--- config.mk ---
export PLATFORM = sky130hd
export DESIGN_NAME = bucketed_sliding_window_event_rate
export DESIGN_NICKNAME = d
export VERILOG_FILES = /design/src/bswer_pkg.sv /design/src/bswer_ram.sv /design/src/bswer_div.sv /design/src/bucketed_sliding_window_event_rate.sv
export SDC_FILE = /design/constraint.sdc
export NUM_CORES = 2
export LEC_CHECK = 0
export ABC_AREA = 1
export BUFFER_PORTS_ARGS = -buffer_cell sky130_fd_sc_hd__buf_2
export CAP_MARGIN = 30
export CORE_ASPECT_RATIO = 1.25
export CORE_MARGIN = 2
export CORE_UTILIZATION = 51
export CTS_CLUSTER_DIAMETER = 120
export CTS_CLUSTER_SIZE = 14
export DETAILED_ROUTE_END_ITERATION = 10
export MAX_ROUTING_LAYER = met4
export PLACE_DENSITY = 0.64
export SLEW_MARGIN = 15
export SYNTH_ARGS = -nofsm -noshare
export SYNTH_HDL_FRONTEND = slang
export SYNTH_HIERARCHICAL = 1
export SYNTH_SLANG_ARGS = --single-unit
export TNS_END_PERCENT = 1
--- constraint.sdc ---
create_clock -name clock -period 10.4 [get_ports clock]
set_clock_uncertainty 0.15 [all_clocks]
set_input_delay 0.52 -clock clock [delete_from_list [all_inputs] [get_ports clock]]
set_output_delay 0.52 -clock clock [all_outputs]
set_load 0.02 [all_outputs]
--- src/bswer_pkg.sv ---
// ----------------------------------------------------------------------------
// bswer_pkg
// Shared widths, the slot width reset value and divider handshake types for the sliding
// window event rate block.
// ----------------------------------------------------------------------------
package bswer_pkg;

   localparam int SLOT_COUNT_DEF = 16;
   localparam int COUNT_W        = 8;
   localparam int TIME_W         = 32;
   localparam int TOTAL_W        = 32;
   localparam int WIDTH_W        = 16;
   // window length in ms: 16-bit slot width times up to 256 slots
   localparam int DIV_W          = 24;
   localparam int STEP_W         = 6;

   localparam logic [WIDTH_W-1:0] WIDTH_RESET = 16'd62;

   typedef struct packed {
      logic              start;
      logic [DIV_W-1:0]  rem_init;
      logic [TIME_W-1:0] dividend;
      logic [STEP_W-1:0] steps;
      logic [DIV_W-1:0]  divisor;
   } div_req_type;

   typedef struct packed {
      logic              done;
      logic [TIME_W-1:0] quotient;
      logic [DIV_W-1:0]  remainder;
   } div_rsp_type;

endpackage

--- src/bswer_ram.sv ---
// ----------------------------------------------------------------------------
// bswer_ram
// Generic single-write, single-read RAM with registered read data.
// ----------------------------------------------------------------------------
module bswer_ram #(
   parameter  int WIDTH = 32,
   parameter  int DEPTH = 16,
   localparam int AW    = $clog2(DEPTH)
) (
   input  logic             clock,
   input  logic             wr_en,
   input  logic [AW-1:0]    wr_addr,
   input  logic [WIDTH-1:0] wr_data,
   input  logic             rd_en,
   input  logic [AW-1:0]    rd_addr,
   output logic [WIDTH-1:0] rd_data
);

   logic [WIDTH-1:0] mem_ff [DEPTH];
   logic [WIDTH-1:0] rd_data_ff;

   always_ff @(posedge clock) begin
      if (wr_en) begin
         mem_ff[wr_addr] <= wr_data;
      end
      if (rd_en) begin
         rd_data_ff <= mem_ff[rd_addr];
      end
   end

   assign rd_data = rd_data_ff;

endmodule

--- src/bswer_div.sv ---
// ----------------------------------------------------------------------------
// bswer_div
// Serial restoring divider, one quotient bit per cycle. The remainder can be
// preloaded so a short run finishes a division whose quotient is known narrow.
// ----------------------------------------------------------------------------
module bswer_div (
   input  logic                   clock,
   input  logic                   reset,
   input  bswer_pkg::div_req_type div_req,
   output bswer_pkg::div_rsp_type div_rsp
);

   localparam int DW = bswer_pkg::DIV_W;
   localparam int TW = bswer_pkg::TIME_W;
   localparam int SW = bswer_pkg::STEP_W;

   logic          run_ff,  run_in;
   logic          done_ff, done_in;
   logic [SW-1:0] cnt_ff,  cnt_in;
   logic [DW-1:0] rem_ff,  rem_in;
   logic [TW-1:0] dvd_ff,  dvd_in;
   logic [TW-1:0] quo_ff,  quo_in;
   logic [DW-1:0] dsr_ff,  dsr_in;

   logic [DW:0]   trial;
   logic [DW:0]   diff;

   always_comb begin
      trial   = {rem_ff, dvd_ff[TW-1]};
      diff    = trial - {1'b0, dsr_ff};
      run_in  = run_ff;
      done_in = 1'b0;
      cnt_in  = cnt_ff;
      rem_in  = rem_ff;
      dvd_in  = dvd_ff;
      quo_in  = quo_ff;
      dsr_in  = dsr_ff;
      if (div_req.start) begin
         run_in = 1'b1;
         cnt_in = div_req.steps;
         rem_in = div_req.rem_init;
         dvd_in = div_req.dividend;
         quo_in = '0;
         dsr_in = div_req.divisor;
      end else if (run_ff) begin
         // remainder stays below the divisor, so trial < 2 * divisor
         rem_in = diff[DW] ? trial[DW-1:0] : diff[DW-1:0];
         quo_in = {quo_ff[TW-2:0], ~diff[DW]};
         dvd_in = {dvd_ff[TW-2:0], 1'b0};
         cnt_in = cnt_ff - SW'(1);
         if (cnt_ff == SW'(1)) begin
            run_in  = 1'b0;
            done_in = 1'b1;
         end
      end
   end

   always_ff @(posedge clock) begin
      if (reset) begin
         run_ff  <= 1'b0;
         done_ff <= 1'b0;
      end else begin
         run_ff  <= run_in;
         done_ff <= done_in;
      end
      cnt_ff <= cnt_in;
      rem_ff <= rem_in;
      dvd_ff <= dvd_in;
      quo_ff <= quo_in;
      dsr_ff <= dsr_in;
   end

   assign div_rsp.done      = done_ff;
   assign div_rsp.quotient  = quo_ff;
   assign div_rsp.remainder = rem_ff;

endmodule

--- src/bucketed_sliding_window_event_rate.sv ---
// ----------------------------------------------------------------------------
// bucketed_sliding_window_event_rate
// Ring of per-slot event counters spanning one window, with a running total.
//
//   channel  direction  handshake        payload
//   req      in         valid / stall    req_event_count[7:0], req_time_ms[31:0]
//   rsp      out        valid / stall    rsp_window_total[31:0]
//   csr      in         valid / ready    csr_slot_width_ms[15:0]
//
// One word at a time: the next req word is accepted only after the previous
// one has finished. The serial divider first finds the window number, then
// the slot within it. Each skipped slot is read from the RAM and taken off
// the total in the walk, followed by a drain state when any are skipped.
// Reset clears all slot valid bits at once; no sweep of the RAM is needed.
// A stalled rsp word holds; the next req word is taken while it waits.
// ----------------------------------------------------------------------------
module bucketed_sliding_window_event_rate #(
   parameter int SLOT_COUNT = bswer_pkg::SLOT_COUNT_DEF
) (
   input  logic                              clock,
   input  logic                              reset,
   input  logic                              req_valid,
   output logic                              req_stall,
   input  logic [bswer_pkg::COUNT_W-1:0]     req_event_count,
   input  logic [bswer_pkg::TIME_W-1:0]      req_time_ms,
   output logic                              rsp_valid,
   input  logic                              rsp_stall,
   output logic [bswer_pkg::TOTAL_W-1:0]     rsp_window_total,
   input  logic                              csr_valid,
   output logic                              csr_ready,
   input  logic [bswer_pkg::WIDTH_W-1:0]     csr_slot_width_ms
);

   localparam int IDX_W = $clog2(SLOT_COUNT);
   localparam int DW    = bswer_pkg::DIV_W;
   localparam int TW    = bswer_pkg::TIME_W;
   localparam int OW    = bswer_pkg::TOTAL_W;
   localparam int CW    = bswer_pkg::COUNT_W;
   localparam int WW    = bswer_pkg::WIDTH_W;

   localparam logic [IDX_W-1:0] LAST_IDX = IDX_W'(SLOT_COUNT - 1);

   localparam logic [2:0] S_IDLE  = 3'd0;
   localparam logic [2:0] S_DIV1  = 3'd1;
   localparam logic [2:0] S_DIV2  = 3'd2;
   localparam logic [2:0] S_READ  = 3'd3;
   localparam logic [2:0] S_WRITE = 3'd4;
   localparam logic [2:0] S_WALK  = 3'd5;
   localparam logic [2:0] S_DRAIN = 3'd6;
   localparam logic [2:0] S_DONE  = 3'd7;

   localparam logic [1:0] MODE_CLEAR = 2'd0;
   localparam logic [1:0] MODE_SAME  = 2'd1;
   localparam logic [1:0] MODE_OTHER = 2'd2;

   function automatic logic [IDX_W-1:0] next_slot(input logic [IDX_W-1:0] slot);
      next_slot = (slot == LAST_IDX) ? '0 : slot + IDX_W'(1);
   endfunction

   logic [2:0]            state_ff,     state_in;
   logic [SLOT_COUNT-1:0] valid_ff,     valid_in;
   logic [OW-1:0]         total_ff,     total_in;
   logic [TW-1:0]         last_win_ff,  last_win_in;
   logic [IDX_W-1:0]      last_idx_ff,  last_idx_in;
   logic                  rsp_valid_ff, rsp_valid_in;
   logic [OW-1:0]         rsp_total_ff, rsp_total_in;
   logic [WW-1:0]         width_ff,     width_in;
   logic [DW-1:0]         win_ms_ff,    win_ms_in;
   logic                  sub_pend_ff,  sub_pend_in;
   logic [CW-1:0]         count_ff,     count_in;
   logic [TW-1:0]         win_ff,       win_in;
   logic [IDX_W-1:0]      idx_ff,       idx_in;
   logic [1:0]            mode_ff,      mode_in;
   logic                  cap_valid_ff, cap_valid_in;
   logic [IDX_W-1:0]      ptr_ff,       ptr_in;

   bswer_pkg::div_req_type div_req;
   bswer_pkg::div_rsp_type div_rsp;

   logic             ram_wr_en;
   logic [IDX_W-1:0] ram_wr_addr;
   logic [OW-1:0]    ram_wr_data;
   logic             ram_rd_en;
   logic [IDX_W-1:0] ram_rd_addr;
   logic [OW-1:0]    ram_rd_data;

   logic [WW-1:0]    width_eff;
   logic [TW-1:0]    win_diff;
   logic [OW-1:0]    old_count;
   logic [OW-1:0]    count_ext;

   bswer_div u_div (
      .clock   (clock),
      .reset   (reset),
      .div_req (div_req),
      .div_rsp (div_rsp)
   );

   bswer_ram #(
      .WIDTH (OW),
      .DEPTH (SLOT_COUNT)
   ) u_slot_ram (
      .clock   (clock),
      .wr_en   (ram_wr_en),
      .wr_addr (ram_wr_addr),
      .wr_data (ram_wr_data),
      .rd_en   (ram_rd_en),
      .rd_addr (ram_rd_addr),
      .rd_data (ram_rd_data)
   );

   assign req_stall        = (state_ff != S_IDLE);
   assign csr_ready        = 1'b1;
   assign rsp_valid        = rsp_valid_ff;
   assign rsp_window_total = rsp_total_ff;

   assign width_eff = (csr_slot_width_ms == '0) ? WW'(1) : csr_slot_width_ms;
   assign win_diff  = win_ff - last_win_ff;
   assign old_count = cap_valid_ff ? ram_rd_data : '0;
   assign count_ext = OW'(count_ff);

   always_comb begin
      state_in     = state_ff;
      valid_in     = valid_ff;
      total_in     = total_ff;
      last_win_in  = last_win_ff;
      last_idx_in  = last_idx_ff;
      rsp_valid_in = rsp_valid_ff;
      rsp_total_in = rsp_total_ff;
      width_in     = width_ff;
      win_ms_in    = win_ms_ff;
      sub_pend_in  = 1'b0;
      count_in     = count_ff;
      win_in       = win_ff;
      idx_in       = idx_ff;
      mode_in      = mode_ff;
      cap_valid_in = cap_valid_ff;
      ptr_in       = ptr_ff;

      div_req.start    = 1'b0;
      div_req.rem_init = '0;
      div_req.dividend = req_time_ms;
      div_req.steps    = bswer_pkg::STEP_W'(TW);
      div_req.divisor  = win_ms_ff;

      ram_wr_en   = 1'b0;
      ram_wr_addr = idx_ff;
      ram_wr_data = count_ext;
      ram_rd_en   = 1'b0;
      ram_rd_addr = idx_ff;

      if (csr_valid) begin
         width_in  = width_eff;
         win_ms_in = DW'(width_eff) * DW'(SLOT_COUNT);
      end

      if (rsp_valid_ff && !rsp_stall) begin
         rsp_valid_in = 1'b0;
      end

      unique case (state_ff)
         S_IDLE: begin
            if (req_valid) begin
               count_in      = req_event_count;
               div_req.start = 1'b1;
               state_in      = S_DIV1;
            end
         end
         S_DIV1: begin
            // window number done; remainder / slot width gives the slot
            div_req.rem_init = div_rsp.remainder >> IDX_W;
            div_req.dividend = {div_rsp.remainder[IDX_W-1:0], {(TW-IDX_W){1'b0}}};
            div_req.steps    = bswer_pkg::STEP_W'(IDX_W);
            div_req.divisor  = DW'(width_ff);
            if (div_rsp.done) begin
               win_in        = div_rsp.quotient;
               div_req.start = 1'b1;
               state_in      = S_DIV2;
            end
         end
         S_DIV2: begin
            if (div_rsp.done) begin
               idx_in   = div_rsp.quotient[IDX_W-1:0];
               state_in = S_READ;
            end
         end
         S_READ: begin
            ram_rd_en    = 1'b1;
            cap_valid_in = valid_ff[idx_ff];
            if ((win_diff > TW'(1)) ||
                ((win_ff > last_win_ff) && (idx_ff >= last_idx_ff))) begin
               mode_in = MODE_CLEAR;
            end else if (idx_ff == last_idx_ff) begin
               mode_in = MODE_SAME;
            end else begin
               mode_in = MODE_OTHER;
            end
            state_in = S_WRITE;
         end
         S_WRITE: begin
            ram_wr_en        = 1'b1;
            valid_in[idx_ff] = 1'b1;
            state_in         = S_DONE;
            unique case (mode_ff)
               MODE_CLEAR: begin
                  valid_in         = '0;
                  valid_in[idx_ff] = 1'b1;
                  total_in         = count_ext;
                  last_win_in      = win_ff;
                  last_idx_in      = idx_ff;
               end
               MODE_SAME: begin
                  ram_wr_data = old_count + count_ext;
                  total_in    = total_ff + count_ext;
               end
               MODE_OTHER: begin
                  total_in    = total_ff - old_count + count_ext;
                  last_win_in = win_ff;
                  last_idx_in = idx_ff;
                  ptr_in      = next_slot(last_idx_ff);
                  if (next_slot(last_idx_ff) != idx_ff) begin
                     state_in = S_WALK;
                  end
               end
               default: begin
                  state_in = S_DONE;
               end
            endcase
         end
         S_WALK: begin
            // one skipped slot read per cycle, taken off the total in the next cycle
            ram_rd_en        = 1'b1;
            ram_rd_addr      = ptr_ff;
            sub_pend_in      = valid_ff[ptr_ff];
            valid_in[ptr_ff] = 1'b0;
            ptr_in           = next_slot(ptr_ff);
            if (sub_pend_ff) begin
               total_in = total_ff - ram_rd_data;
            end
            if (next_slot(ptr_ff) == idx_ff) begin
               state_in = S_DRAIN;
            end
         end
         S_DRAIN: begin
            if (sub_pend_ff) begin
               total_in = total_ff - ram_rd_data;
            end
            state_in = S_DONE;
         end
         S_DONE: begin
            if (!rsp_valid_ff || !rsp_stall) begin
               rsp_valid_in = 1'b1;
               rsp_total_in = total_ff;
               state_in     = S_IDLE;
            end
         end
         default: begin
            state_in = S_IDLE;
         end
      endcase
   end

   always_ff @(posedge clock) begin
      if (reset) begin
         state_ff     <= S_IDLE;
         valid_ff     <= '0;
         total_ff     <= '0;
         last_win_ff  <= '0;
         last_idx_ff  <= '0;
         rsp_valid_ff <= 1'b0;
         width_ff     <= bswer_pkg::WIDTH_RESET;
         win_ms_ff    <= DW'(bswer_pkg::WIDTH_RESET) * DW'(SLOT_COUNT);
         sub_pend_ff  <= 1'b0;
      end else begin
         state_ff     <= state_in;
         valid_ff     <= valid_in;
         total_ff     <= total_in;
         last_win_ff  <= last_win_in;
         last_idx_ff  <= last_idx_in;
         rsp_valid_ff <= rsp_valid_in;
         width_ff     <= width_in;
         win_ms_ff    <= win_ms_in;
         sub_pend_ff  <= sub_pend_in;
      end
      rsp_total_ff <= rsp_total_in;
      count_ff     <= count_in;
      win_ff       <= win_in;
      idx_ff       <= idx_in;
      mode_ff      <= mode_in;
      cap_valid_ff <= cap_valid_in;
      ptr_ff       <= ptr_in;
   end

`ifndef SYNTHESIS
   a_div_done_in_div: assert property (@(posedge clock) disable iff (reset)
      div_rsp.done |-> (state_ff == S_DIV1 || state_ff == S_DIV2))
      else $error("divider finished outside a divide state");

   a_slot_in_range: assert property (@(posedge clock) disable iff (reset)
      (state_ff == S_DIV2 && div_rsp.done) |-> (div_rsp.quotient < TW'(SLOT_COUNT)))
      else $error("slot quotient beyond slot count");

   a_slot_marked: assert property (@(posedge clock) disable iff (reset)
      (state_ff == S_WRITE) |=> valid_ff[idx_ff])
      else $error("written slot not marked valid");

   a_walk_skips_target: assert property (@(posedge clock) disable iff (reset)
      (state_ff == S_WALK) |-> (ptr_ff != idx_ff))
      else $error("walk reached the current slot");
`endif

endmodule

==> metrics.log <==
INFO  metric worst_setup_path_category = flop to flop
INFO  metric tritoncts.num_buffers = 71
INFO  metric fmax = 243 MHz
INFO  metric drt-total-wl = 137000 um
INFO  metric setup_violations = 0
INFO  metric htree_levels = 3
INFO  metric timing.final.crit_share = 39.5%
INFO  metric floorplan.core_area = 92900 um^2
INFO  metric period_needed = 4.11 ns
INFO  metric critical_path_arrival = 4.28 ns
INFO  metric drtAntennaViolNets = 0
INFO  metric initial_utilization = 51.5%
INFO  metric vdd_drop_max = 0.000133 V
INFO  metric switchingPower = 0.00350 W
INFO  metric leakage = 23.6 nW
INFO  metric floorplan.die_area = 96200 um^2
INFO  metric path_buf_inv = 5
INFO  metric worst-slew-pin-transition = 1.21 ns
INFO  metric yosys_most_used_dff = sky130_fd_sc_hd__edfxtp_1
INFO  metric numnets_final = 6155
INFO  metric synthesis.instances = 5836
INFO  metric clock_share_of_power = 25.7%
INFO  metric cts_sinks = 852
INFO  metric place_congestion = 1.01
INFO  metric grt_use_met1 = 37.2%
INFO  metric cellPowerDensity = 189 nW/um^2
INFO  metric grt_util_all_layers = 29.2%
INFO  metric grt_busiest_layer = met2
INFO  metric combined_area_of_the_multi_input_logic_cells = 18900 um^2
INFO  metric die_y = 346 um
INFO  metric cts_post_setup_buffers_inserted = 0
INFO  metric ctsResizeCount = 0
INFO  metric worstSetupStartpointType = flop
INFO  metric setup_total_negative_slack = 0 ns
INFO  metric hpwl = 91800 um
INFO  metric async_flop_share = 0%
INFO  metric mappedNetlistArea = 47800 um^2
INFO  metric port-buffer-count = 94
INFO  metric share_of_total_power_consumed_by_net_switching = 35.7%
INFO  metric clk-insertion-delay-late = 0.65 ns
INFO  metric ctsHoldBuffers = 23
INFO  metric grtUsageMet3 = 2.96%
INFO  metric synth.top_cells.by_area = sky130_fd_sc_hd__edfxtp_1 45%, sky130_fd_sc_hd__nand2_1 14%, sky130_fd_sc_hd__inv_1 7.9%
INFO  metric cp_slowest_stage_delay = 0.89 ns
INFO  metric rows = 125
INFO  metric final.hold.worst_slack = 0.0367 ns
INFO  metric synth_top_area_share = 44.8%
INFO  metric cts_tree = done
INFO  metric first_global_vias = 36500
INFO  metric worstPathCellList = inv_1 > ha_1 > buf_4 > clkinv_1 > nor2_1 > buf_4 > inv_2 > nor2_1
INFO  metric num_vias = 38300
INFO  metric avgRoutedWirePerCell = 19.2 um
INFO  metric sequential_to_total_area_share_from_yosys_stat = 50.6%
INFO  metric nFillCells = 8670
INFO  metric clock_tree.buffer_depth = 3
INFO  metric route.detailed.vias_per_inst = 5.35
INFO  metric post-synth-top-area-cell = sky130_fd_sc_hd__edfxtp_1
INFO  metric initialDrtViolationCount = 3079
INFO  metric drt_pre_antenna_iters = 8
INFO  metric io_pins = 96
INFO  metric layout.area.seq = 24200 um^2
INFO  metric grt_first_pass_wirelength = 211000 um
INFO  metric slew_viol_final = 0
INFO  metric post-synth-top-count-cell = sky130_fd_sc_hd__nand2_1
INFO  metric area_delta_synth_final = 8.35%
INFO  metric kind_of_cell_adding_the_most_delay_to_the_critical_path = simple AND/OR/NAND/NOR gates
INFO  metric min_path_type = input pin to flop
INFO  metric finalNonFillerCells = 7155
INFO  metric rsz_0062_raised_after_global_routing = no
INFO  metric largest_net_degree_at_the_start_of_global_routing = 205
INFO  metric timing.critical_path.fanout_max = 28
INFO  metric worst-endpoint-required = 10.57 ns
INFO  metric synth_enable_flop_cells = 713
INFO  metric yosys_warnings = 6
INFO  metric yosysUniqueCellTypes = 62
INFO  metric combinationalPowerShare = 31.1%
INFO  metric run_status = finished, final reports clean
INFO  metric synth.ff_latch_count = 852
INFO  metric timing.max_slew.rel_slack = 19.6%
INFO  metric clk_pin_slew_worst_setup_hold_paths = 0.07 ns
INFO  metric grt_antenna_before_repair = 0
INFO  metric grt_overflow_total = 0
INFO  metric detailed_route_drc_error_count = 0
INFO  metric grtUsageMet2 = 49.0%
INFO  metric power_report.internal_total = 0.00629 W
INFO  metric worst_path_max_delay_cell = sky130_fd_sc_hd__nor2_1
INFO  metric synth_area_per_cell = 8.19 um^2
INFO  metric place.detailed.instances = 7009
INFO  metric timing.critical_path.to_type = flop
INFO  metric power_frac_seq = 43.2%
INFO  metric floorplan.die.width = 278 um
INFO  metric final_layout_size_suffix_gt1_share = 6.49%
INFO  metric finalHoldViolations = 0
INFO  metric ctsRootBufferMaster = sky130_fd_sc_hd__clkbuf_16
INFO  metric drv.max_cap_violation_count = 0
INFO  metric insertedDiodeCount = 0
INFO  metric synth.cells.most_frequent = 1736 x sky130_fd_sc_hd__nand2_1, 1005 x sky130_fd_sc_hd__inv_1, 713 x sky130_fd_sc_hd__edfxtp_1
-- flip-flops by register name, summed over array words and instances (netlist names), 32 cells and up --
signal	count
u_slot_ram/mem_ff	512
last_win_ff	32
rsp_window_total	32
total_ff	32
u_div/dvd_ff	32
u_div/quo_ff	32
u_slot_ram/rd_data	32
win_ff	32
-- power by group through the flow --
stage | clock network, W | logic [W] | registers [W]
2_1_floorplan | 0 | 0.00228 | 0.00422
3_3_place_gp | 0 | 0.00296 | 0.00429
3_5_place_dp | 0 | 0.00299 | 0.00430
4_1_cts | 0.00258 | 0.00301 | 0.00422
5_1_grt | 0.00270 | 0.00342 | 0.00424
6_report | 0.00252 | 0.00304 | 0.00422
-- worst paths after layout --
kind | end | slack, ns | startpoint | depth (start not counted)
max reg2reg | u_slot_ram/mem_ff[2][21]$_DFFE_PP_ | 6.29 | mode_ff[1]$_SDFFCE_PP0P_ | 8
min reg2reg | win_ff[26]$_DFFE_PP_ | 0.27 | u_div/quo_ff[26]$_SDFFE_PP0P_ | 0
min | rsp_valid$_SDFF_PP0_ | 0.04 | rsp_stall | 3
max | u_slot_ram/mem_ff[2][21]$_DFFE_PP_ | 6.29 | mode_ff[1]$_SDFFCE_PP0P_ | 8
-- metrics by stage --
| step | worst slack, ns | cell area (um^2) | util [%] | total power (W) |
|---|---|---|---|---|
| global placement | 6.17 | 49300 | 53.1 | 0.00725 |
| floorplan | 4.94 | 47800 | - | 0.00651 |
| global route | 6.02 | 51800 | 55.8 | 0.0104 |
| finish | 6.29 | 51800 | 55.8 | 0.00979 |
| CTS | 6.22 | 51700 | 55.6 | 0.00982 |
| detailed placement | 6.26 | 49400 | 53.2 | 0.00729 |
-- layout make-up --
type                    instances  area share [%]
inverters                    1018            7.40
clock buffers                 106            3.72
clock inverters                 7           0.222
repair buffers                189            2.60
well taps                    1206            2.91
multi-input cells            3777            36.4
flip-flops and latches        852            46.7
-- worst min-delay path: stages --
cell and delay, ns:
sky130_fd_sc_hd__buf_2 0.13, sky130_fd_sc_hd__nand2_1 0.08, sky130_fd_sc_hd__a21oi_1 0.06
-- cell usage in the layout, fill, tap and decap left out, types with 6 or more instances in the layout --
master                          synthesis  layout
sky130_fd_sc_hd__o21a_1                 8       8
sky130_fd_sc_hd__inv_2                  8       9
sky130_fd_sc_hd__nor3_1                46      44
sky130_fd_sc_hd__buf_4                 12      62
sky130_fd_sc_hd__nor2_4                 4      21
sky130_fd_sc_hd__nor2_2                 5       6
sky130_fd_sc_hd__o21ai_0              230     225
sky130_fd_sc_hd__nor2_1               357     339
sky130_fd_sc_hd__inv_1               1005    1002
sky130_fd_sc_hd__nand2_4                8       8
sky130_fd_sc_hd__a31oi_1               25      25
sky130_fd_sc_hd__a21boi_0               6       6
sky130_fd_sc_hd__nand2_2               31      32
sky130_fd_sc_hd__ha_1                 172     172
sky130_fd_sc_hd__o211ai_1               8       8
sky130_fd_sc_hd__dlygate4sd3_1          0      23
sky130_fd_sc_hd__o22ai_1               42      40
sky130_fd_sc_hd__nand3_2               19      19
sky130_fd_sc_hd__nand2_1             1736    1735
sky130_fd_sc_hd__or2_2                 10      10
sky130_fd_sc_hd__xor2_1                20      20
sky130_fd_sc_hd__o21bai_1               7       7
sky130_fd_sc_hd__clkbuf_1              75      34
sky130_fd_sc_hd__fa_1                  13      13
sky130_fd_sc_hd__o21ai_1               20      20
sky130_fd_sc_hd__nor4_1                14      13
sky130_fd_sc_hd__dfxtp_1              139     139
sky130_fd_sc_hd__a21o_1                 7       7
sky130_fd_sc_hd__nand4_1               39      39
sky130_fd_sc_hd__nand3_1              597     597
sky130_fd_sc_hd__nor3_2                 6       8
sky130_fd_sc_hd__buf_2                 51      95
sky130_fd_sc_hd__a21oi_1              256     255
sky130_fd_sc_hd__edfxtp_1             713     713
sky130_fd_sc_hd__conb_1                 2      13
sky130_fd_sc_hd__clkbuf_16              0      72
sky130_fd_sc_hd__nand3b_1              23      23
sky130_fd_sc_hd__xnor2_1               24      24
-- logic make-up (layout without fill, tap and decap cells) --
logic type	count (synthesis)	in the layout	share of synthesized area (%)
simple gates	2908	2908	25.9
buf+inv	1218	1320	10.5
flops	852	852	50.6
compound gates	627	627	7.10
fa+ha+maj	185	185	5.05
xor+xnor	44	44	0.806
other cells	2	13	0.0157
-- routing by layer --
layer	up-vias	wire length, um
li1	19000	-
met1	18000	58500
met2	1107	66600
met3	218	7800
met4	0	4280
met5	-	0
Power figures use the tool's default switching activity.
